**src/etic_pkg.sv**
```systemverilog
`timescale 1ns / 1ps
// ----------------------------------------------------------------------------
// Escape-time iteration counter package
// Shared widths, the slot record that circulates through the iteration ring,
// and the saturation helper.
// ----------------------------------------------------------------------------
package etic_pkg;

  localparam int FRAC_BITS = 28;
  localparam int C_W       = 31;
  localparam int Z_W       = 32;
  localparam int CNT_W     = 16;
  localparam int PROD_W    = 64;
  localparam int SUM_W     = 66;
  localparam int NUM_SLOTS = 3;
  localparam int PH_W      = 2;

  // Squared magnitude at or above this value means the point escaped (four).
  localparam logic [PROD_W-1:0] ESC_LIMIT = PROD_W'(64'd4 << (2 * FRAC_BITS));

  localparam logic signed [Z_W-1:0] Z_MAX = {1'b0, {(Z_W-1){1'b1}}};
  localparam logic signed [Z_W-1:0] Z_MIN = {1'b1, {(Z_W-1){1'b0}}};

  // One point in flight: occupancy, completion, the constant c and the count.
  typedef struct packed {
    logic                    valid;
    logic                    done;
    logic signed [C_W-1:0]   c_re;
    logic signed [C_W-1:0]   c_im;
    logic [CNT_W-1:0]        count;
  } slot_t;

  // Saturate a wide signed sum to the signed state range.
  function automatic logic signed [Z_W-1:0] sat_z(input logic signed [SUM_W-1:0] v);
    logic signed [Z_W-1:0] r;
    if (v > SUM_W'(Z_MAX)) begin
      r = Z_MAX;
    end else if (v < SUM_W'(Z_MIN)) begin
      r = Z_MIN;
    end else begin
      r = v[Z_W-1:0];
    end
    return r;
  endfunction

endpackage

```
**src/etic_escape.sv**
```systemverilog
`timescale 1ns / 1ps
// ----------------------------------------------------------------------------
// Escape-time iteration counter: escape test stage
// Compares the squared magnitude against four and scales the new z terms.
// ----------------------------------------------------------------------------
module etic_escape (
  input  logic                                     clk_i,
  input  logic                                     rst_ni,
  input  etic_pkg::slot_t                          slot_i,
  input  logic signed [etic_pkg::PROD_W-1:0]       xx_i,
  input  logic signed [etic_pkg::PROD_W-1:0]       yy_i,
  input  logic signed [etic_pkg::PROD_W-1:0]       xy_i,
  output etic_pkg::slot_t                          slot_o,
  output logic                                     escape_o,
  output logic signed [etic_pkg::PROD_W-1:0]       re_sh_o,
  output logic signed [etic_pkg::PROD_W-1:0]       im_sh_o
);

  etic_pkg::slot_t slot_q;
  logic escape_q;
  logic signed [etic_pkg::PROD_W-1:0] re_sh_q, im_sh_q;
  logic [etic_pkg::PROD_W-1:0] mag;
  logic signed [etic_pkg::PROD_W-1:0] diff;

  // Both squares are non-negative and at most 2^62, so neither sum nor
  // difference overflows 64 bits.
  assign mag  = xx_i + yy_i;
  assign diff = xx_i - yy_i;

  always_ff @(posedge clk_i or negedge rst_ni) begin
    if (!rst_ni) begin
      slot_q <= '0;
    end else begin
      slot_q <= slot_i;
    end
  end

  // Arithmetic shifts round toward minus infinity; 2xy uses one less shift.
  always_ff @(posedge clk_i) begin
    escape_q <= (mag >= etic_pkg::ESC_LIMIT);
    re_sh_q  <= diff >>> etic_pkg::FRAC_BITS;
    im_sh_q  <= xy_i >>> (etic_pkg::FRAC_BITS - 1);
  end

  assign slot_o   = slot_q;
  assign escape_o = escape_q;
  assign re_sh_o  = re_sh_q;
  assign im_sh_o  = im_sh_q;

endmodule

```
**config.mk**
```make
export PLATFORM = sky130hd
export DESIGN_NAME = etic_escape
export DESIGN_NICKNAME = d
export VERILOG_FILES = /design/src/etic_pkg.sv /design/src/etic_escape.sv
export SDC_FILE = /design/constraint.sdc
export NUM_CORES = 1
export LEC_CHECK = 0
export BUFFER_PORTS_ARGS = -buffer_cell sky130_fd_sc_hd__buf_4
export CORE_AREA = 2 2 188 190
export CTS_CLUSTER_SIZE = 28
export DETAILED_ROUTE_END_ITERATION = 8
export DIE_AREA = 0 0 190 192
export GPL_TIMING_DRIVEN = 0
export HOLD_SLACK_MARGIN = 0.12
export RECOVER_POWER = 25
export SYNTH_ARGS = -nofsm -noshare
export SYNTH_HDL_FRONTEND = slang
export SYNTH_SLANG_ARGS = --single-unit
```
**constraint.sdc**
```tcl
create_clock -name clk_i -period 1 [get_ports clk_i]
set_input_delay 0 -clock clk_i [delete_from_list [all_inputs] [get_ports clk_i]]
set_output_delay 0 -clock clk_i [all_outputs]
set_load 0.1 [all_outputs]
```
==> impl_metrics.py, run 1 <==
metrics = {
    "worst_setup_path": {
        "worstPathCellList": "buf_4 -> ha_1 -> buf_4 -> or4_4 -> nor3b_4 -> nand4_1 -> or4_4 -> or4_4 -> a31oi_2 -> nor3_1 -> xnor2_1 -> nand4_1",
        "path_common_cell": "or4_4",
        "slowest_delay_ps": 530,
        "cp.arrival_ps": 3020,
        "cp_data_required_time_ps": 1320,
        "crit_path_end_kind": "flip-flop",
        "critPathTopFamily": "simple AND/OR/NAND/NOR gates",
        "critical_path.slowest_cell": "or4_4",
        "critPathLaunchType": "primary input",
        "cp_max_fo": 10,
        "crit_type": "primary input to flip-flop",
        "cp_num_cells": 12,
        "cp.buffers_inverters": 2,
    },
    "final_layout": {
        "drive_above_1_share": 0.510,
        "instances_no_fill": 2194,
        "syn_to_final_growth_pct": 117,
        "nets": 2122,
    },
    "drt": {
        "ant_nets": 0,
        "route.detailed.drc": 0,
        "routed_wl_um": 46600,
        "drt_iter0_markers": 461,
        "wl_per_cell_um": 21.2,
        "viasPerCell": 4.76,
        "drt_first_pass_iters": 4,
        "vias": 10400,
    },
    "timing": {
        "rsz0062_at_grt": "yes",
        "fmax_ghz": 0.370,
        "worst_pin_slew_ps": 1030,
        "hold_slack_ps": -248,
        "slew_violations": 0,
        "timing.final.ws_setup_ps": -1700,
        "relSlewSlack": 0.311,
        "setup_violations": 166,
        "hold_viol_final": 80,
        "fin_crit_sh": 2.70,
        "period_minus_slack_ps": 2700,
    },
    "die": {
        "io_pins": 483,
        "chipWidth_um": 190,
        "fp.dieH_um": 192,
        "design.core.area_um2": 34300,
        "initial_core_util": 0.276,
        "dieArea_um2": 36500,
        "rows": 68,
    },
    "pwr": {
        "power_density_nw_per_um2": 1580,
        "p_total_mw": 32.4,
        "ir_drop_uv": 1170,
        "leakage_nw": 9.38,
    },
    "logic_synthesis": {
        "synthTopCellsByCount": "ha_1, a21oi_1, inv_1",
        "yosysSeqAreaShare": 0.368,
        "syn_area_um2": 9460,
        "ys_top_cells_by_area": "dfrtp_1, ha_1, dfxtp_1, a21oi_1, buf_4",
        "synth_ff_type": "dfrtp_1",
        "synth-seq-cells": 154,
        "synth.most_common_cell": "ha_1",
        "netlist-cell-type-count": 72,
        "synth.net_count": 1442,
        "synth_warnings": 0,
        "synth_top_area_share": 0.212,
        "synthArstFlopShare": 0.519,
        "synth_area_per_cell_um2": 9.08,
        "syn_inst": 1041,
        "yosysTopAreaCell": "dfrtp_1",
        "synth-edff-count": 0,
    },
    "global_routing": {
        "grt_pass1_wl_um": 66200,
        "grt_pass1_vias": 11100,
        "grt_max_degree": 81,
        "grt-ovfl-total": 0,
        "track_usage": 0.241,
        "antenna_found_initial": 4,
    },
    "worst_hold_path": {
        "min_path_type": "primary input to asynchronous set/reset pin",
    },
    "clock_network": {
        "cts.sinks": 154,
        "root_buffer": "clkbuf_16",
        "cts_tree": "built",
        "clkSlewWorstSetupHoldPaths_ps": 90,
        "cts_buffers": 17,
        "clk_path_buf_depth": 2,
        "htreeDepth": 4,
    },
    "run_status": {
        "violations": "negative hold slack, negative setup slack",
        "status": "finished with violations",
    },
    "place": {
        "portBuffers": 455,
        "dp_hpwl_um": 32400,
        "gp_congestion": 0.877,
        "dp.cells": 1951,
    },
    "job": {
        "max-cap-violations": 0,
    },
}
[layer usage]
layer  global-route usage  vias up  part of all wire
met3               0.0523       91             0.059
met5                    0        -                 0
met4                0.117        0             0.044
li1                     -     4930                 -
met2                0.436      396              0.52
met1                0.269     5022              0.37
[sequential cells by signal, indices dropped and copies added, names as in the netlist]
register / count
escape_o: 1
re_sh_o: 36
im_sh_o: 37
slot_o: 80
[how the worst max path moves through the flow]
stage,start,endpoint,slack [ps]
3_3_place_gp,xx_i[22],escape_o$_DFF_P_,-2520
6_report,xx_i[55],escape_o$_DFF_P_,-1700
5_1_grt,xx_i[55],escape_o$_DFF_P_,-1790
4_1_cts,xx_i[38],escape_o$_DFF_P_,-1670
2_1_floorplan,yy_i[38],escape_o$_DFF_P_,-1780
3_5_place_dp,xx_i[22],escape_o$_DFF_P_,-2450
[through the flow]
| stage | util | TNS (ps) | cell area (um2) | hold slack (ps) | setup slack (ps) |
|---|---|---|---|---|---|
| after CTS | 0.579 | -59790 | 19800 | -235 | -1670 |
| after floorplan | - | -48620 | 10200 | -296 | -1780 |
| after global routing | 0.598 | -64430 | 20500 | -172 | -1790 |
| after detailed placement | 0.415 | -75890 | 14200 | 106 | -2450 |
| final | 0.599 | -57290 | 20500 | -248 | -1700 |
| after global placement | 0.415 | -74650 | 14200 | 105 | -2520 |
[kinds of logic (layout without fill, tap and decap cells)]
family | Yosys count | count (layout) | synth area share
XOR/XNOR | 38 | 38 | 0.0352
AO/OA/AOI/OAI | 286 | 286 | 0.190
multiplexers | 3 | 3 | 0.00331
other | 0 | 5 | 0
AND/OR/NAND/NOR | 234 | 234 | 0.128
adder cells (fa/ha/maj) | 127 | 127 | 0.169
buffers and inverters | 199 | 892 | 0.107
flip-flops | 154 | 154 | 0.368
[final cells by class]
type,count,area (um2)
repair buffers,675,8240
inverters,112,458
multi-input cells,688,6090
clock buffers,17,425
well taps,455,569
plain buffers,73,955
clock inverters,15,188
fillers,2621,13800
diodes,5,12.5
flip-flops and latches,154,3580
[layout by cell type (no fill, tap or decap), types with 12 or more instances in the layout]
| cell | Yosys | routed |
|---|---|---|
| a21oi_2 | 0 | 18 |
| dfrtp_1 | 80 | 79 |
| a21oi_1 | 115 | 90 |
| nand2_1 | 46 | 40 |
| nor3_1 | 28 | 23 |
| clkbuf_16 | 0 | 17 |
| a21o_1 | 18 | 18 |
| nand4_1 | 16 | 16 |
| clkbuf_4 | 0 | 58 |
| nor2b_1 | 14 | 12 |
| o21ai_0 | 47 | 36 |
| xnor2_2 | 0 | 14 |
| nand3_1 | 17 | 13 |
| inv_1 | 112 | 90 |
| buf_12 | 0 | 207 |
| xnor2_1 | 34 | 20 |
| ha_1 | 126 | 96 |
| inv_2 | 0 | 12 |
| dfxtp_2 | 0 | 66 |
| nor2_1 | 67 | 64 |
| buf_8 | 0 | 42 |
| buf_4 | 57 | 220 |
| buf_6 | 5 | 68 |
| ha_4 | 0 | 27 |
| o21bai_1 | 23 | 22 |
| dlygate4sd3_1 | 0 | 133 |
[power breakdown]
part | internal (mW) | total (mW) | leakage, nW | switching (mW)
Clock | 3.43 | 6.76 | 0.295 | 3.34
Sequential | 6.87 | 7.40 | 1.56 | 0.537
Combinational | 7.47 | 18.3 | 7.52 | 10.8
[repair_timing]
action | 4_1_cts | 5_1_grt
pin swaps | 54 | 43
resized for setup | 794 | 128
hold endpoints to repair | 217 | 87
hold buffers | 132 | 2
setup buffers | 53 | 35
endpoints found under the setup margin | 246 | 193
cloned | 4 | 0
Note: power is estimated with default switching activity, not from simulation.
==> run 2, diff against run 1 <==
--- a/config.mk
+++ b/config.mk
@@ -12,7 +12,6 @@
 export DIE_AREA = 0 0 190 192
 export GPL_TIMING_DRIVEN = 0
 export HOLD_SLACK_MARGIN = 0.12
-export RECOVER_POWER = 25
 export SYNTH_ARGS = -nofsm -noshare
 export SYNTH_HDL_FRONTEND = slang
 export SYNTH_SLANG_ARGS = --single-unit
==> run 2 against run 1 <==
The flow still finishes with violations (negative hold slack, negative setup slack); cell area is the same; non-clock buffer count unchanged; clock power hardly changed; critical path depth unchanged; setup slack got worse by 15 ps; via count down 0.13%; largest power group unchanged.
==> impl_metrics.py, run 2 (synthesis results as in run 1) <==
metrics = {
    "timing": {
        "setup_violations": 166,
        "fmax_ghz": 0.368,
        "fin_crit_sh": 2.72,
        "hold_slack_ps": -249,
        "slew_violations": 0,
        "period_minus_slack_ps": 2720,
        "relSlewSlack": 0.308,
        "worst_pin_slew_ps": 1040,
        "timing.final.ws_setup_ps": -1720,
        "rsz0062_at_grt": "yes",
        "hold_viol_final": 80,
    },
    "run_status": {
        "status": "finished with violations",
        "violations": "negative hold slack, negative setup slack",
    },
    "global_routing": {
        "grt-ovfl-total": 0,
        "track_usage": 0.241,
        "antenna_found_initial": 4,
        "grt_pass1_vias": 11100,
        "grt_pass1_wl_um": 66200,
        "grt_max_degree": 81,
    },
    "pwr": {
        "power_density_nw_per_um2": 1580,
        "p_total_mw": 32.4,
        "ir_drop_uv": 1170,
        "leakage_nw": 9.39,
    },
    "clock_network": {
        "clk_path_buf_depth": 2,
        "htreeDepth": 4,
        "root_buffer": "clkbuf_16",
        "cts_tree": "built",
        "cts_buffers": 17,
        "cts.sinks": 154,
        "clkSlewWorstSetupHoldPaths_ps": 90,
    },
    "worst_setup_path": {
        "cp_max_fo": 10,
        "cp_data_required_time_ps": 1320,
        "critPathLaunchType": "primary input",
        "critPathTopFamily": "simple AND/OR/NAND/NOR gates",
        "path_common_cell": "or4_4",
        "cp.buffers_inverters": 2,
        "crit_path_end_kind": "flip-flop",
        "worstPathCellList": "buf_4 -> ha_1 -> buf_4 -> or4_4 -> nor3b_4 -> nand4_1 -> or4_4 -> or4_4 -> a31oi_2 -> nor3_1 -> xnor2_1 -> nand4_1",
        "crit_type": "primary input to flip-flop",
        "critical_path.slowest_cell": "or4_4",
        "cp.arrival_ps": 3040,
        "slowest_delay_ps": 530,
    },
    "final_layout": {
        "drive_above_1_share": 0.510,
        "final_common_cell": "buf_4",
        "nets": 2122,
        "layout_common_cells": "buf_4, buf_12, dlygate4sd3_1",
        "syn_to_final_growth_pct": 117,
        "largest_reg_flops": 80,
    },
    "die": {
        "fp.dieH_um": 192,
        "dieArea_um2": 36500,
        "chipWidth_um": 190,
        "io_pins": 483,
        "design.core.area_um2": 34300,
        "rows": 68,
        "initial_core_util": 0.276,
    },
    "place": {
        "portBuffers": 455,
        "gp_congestion": 0.877,
        "dp_hpwl_um": 32400,
    },
    "drt": {
        "drt_iter0_markers": 412,
        "ant_nets": 0,
        "viasPerCell": 4.75,
        "vias": 10400,
        "route.detailed.drc": 0,
        "routed_wl_um": 46600,
        "wl_per_cell_um": 21.2,
        "drt_first_pass_iters": 5,
    },
    "worst_hold_path": {
        "min_path_type": "primary input to asynchronous set/reset pin",
    },
    "job": {
        "max-cap-violations": 0,
    },
}
[run 2: cell types whose count changed in the layout (fill, tap and decap cells not counted)]
cell      previous run  this run
clkbuf_4            58         0
buf_4              220       278
[run 2: report_power, final]
group	internal (mW)	total [mW]	switching, mW
clock network	3.43	6.75	3.32
registers	6.87	7.41	0.538
logic	7.48	18.3	10.8
total	17.8	32.4	14.6
[run 2: per-layer routing]
metal,global-route usage,vias to the layer above,wire [um]
met5,0,-,0
met4,0.117,0,2070
met3,0.0523,96,2880
met2,0.436,394,24500
met1,0.269,5007,17200
li1,-,4928,-
[run 2: stage by stage]
step                      setup WS (ps)  instances  setup TNS [ps]  utilization  instance area, um2
after floorplan                   -1780       1041          -48620            -               10200
after global placement            -2520       1951          -74650        0.415               14200
after detailed placement          -2450       1951          -75890        0.415               14200
after CTS                         -1670       2166          -59790        0.579               19800
after global routing              -1790       2193          -64430        0.598               20500
final                             -1720       2194          -57380        0.599               20500
[run 2: worst max path at each step]
stage	from	endpoint	slack [ps]	cells after the start
after floorplan	yy_i[38]	escape_o$_DFF_P_	-1780	12
after global placement	xx_i[22]	escape_o$_DFF_P_	-2520	12
after detailed placement	xx_i[22]	escape_o$_DFF_P_	-2450	12
after CTS	xx_i[38]	escape_o$_DFF_P_	-1670	12
after global routing	xx_i[55]	escape_o$_DFF_P_	-1790	12
final	xx_i[55]	escape_o$_DFF_P_	-1720	12
[run 2: cell type report]
type                            instances  area, um2
Antenna cell                            5       12.5
Buffer                                 73        955
Clock buffer                           17        425
Clock inverter                         15        188
Fill cell                            2621      13800
Inverter                              112        458
Multi-Input combinational cell        688       6090
Sequential cell                       154       3580
Tap cell                              455        569
Timing Repair Buffer                  675       8240
[run 2: timing repair]
item                       4_1_cts  5_1_grt
hold endpoints to repair       217       87
setup buffers                   53       35
setup endpoints to repair      246      193
cloned                           4        0
hold buffers                   132        2
gates resized for setup        794      128
pin swaps                       54       43
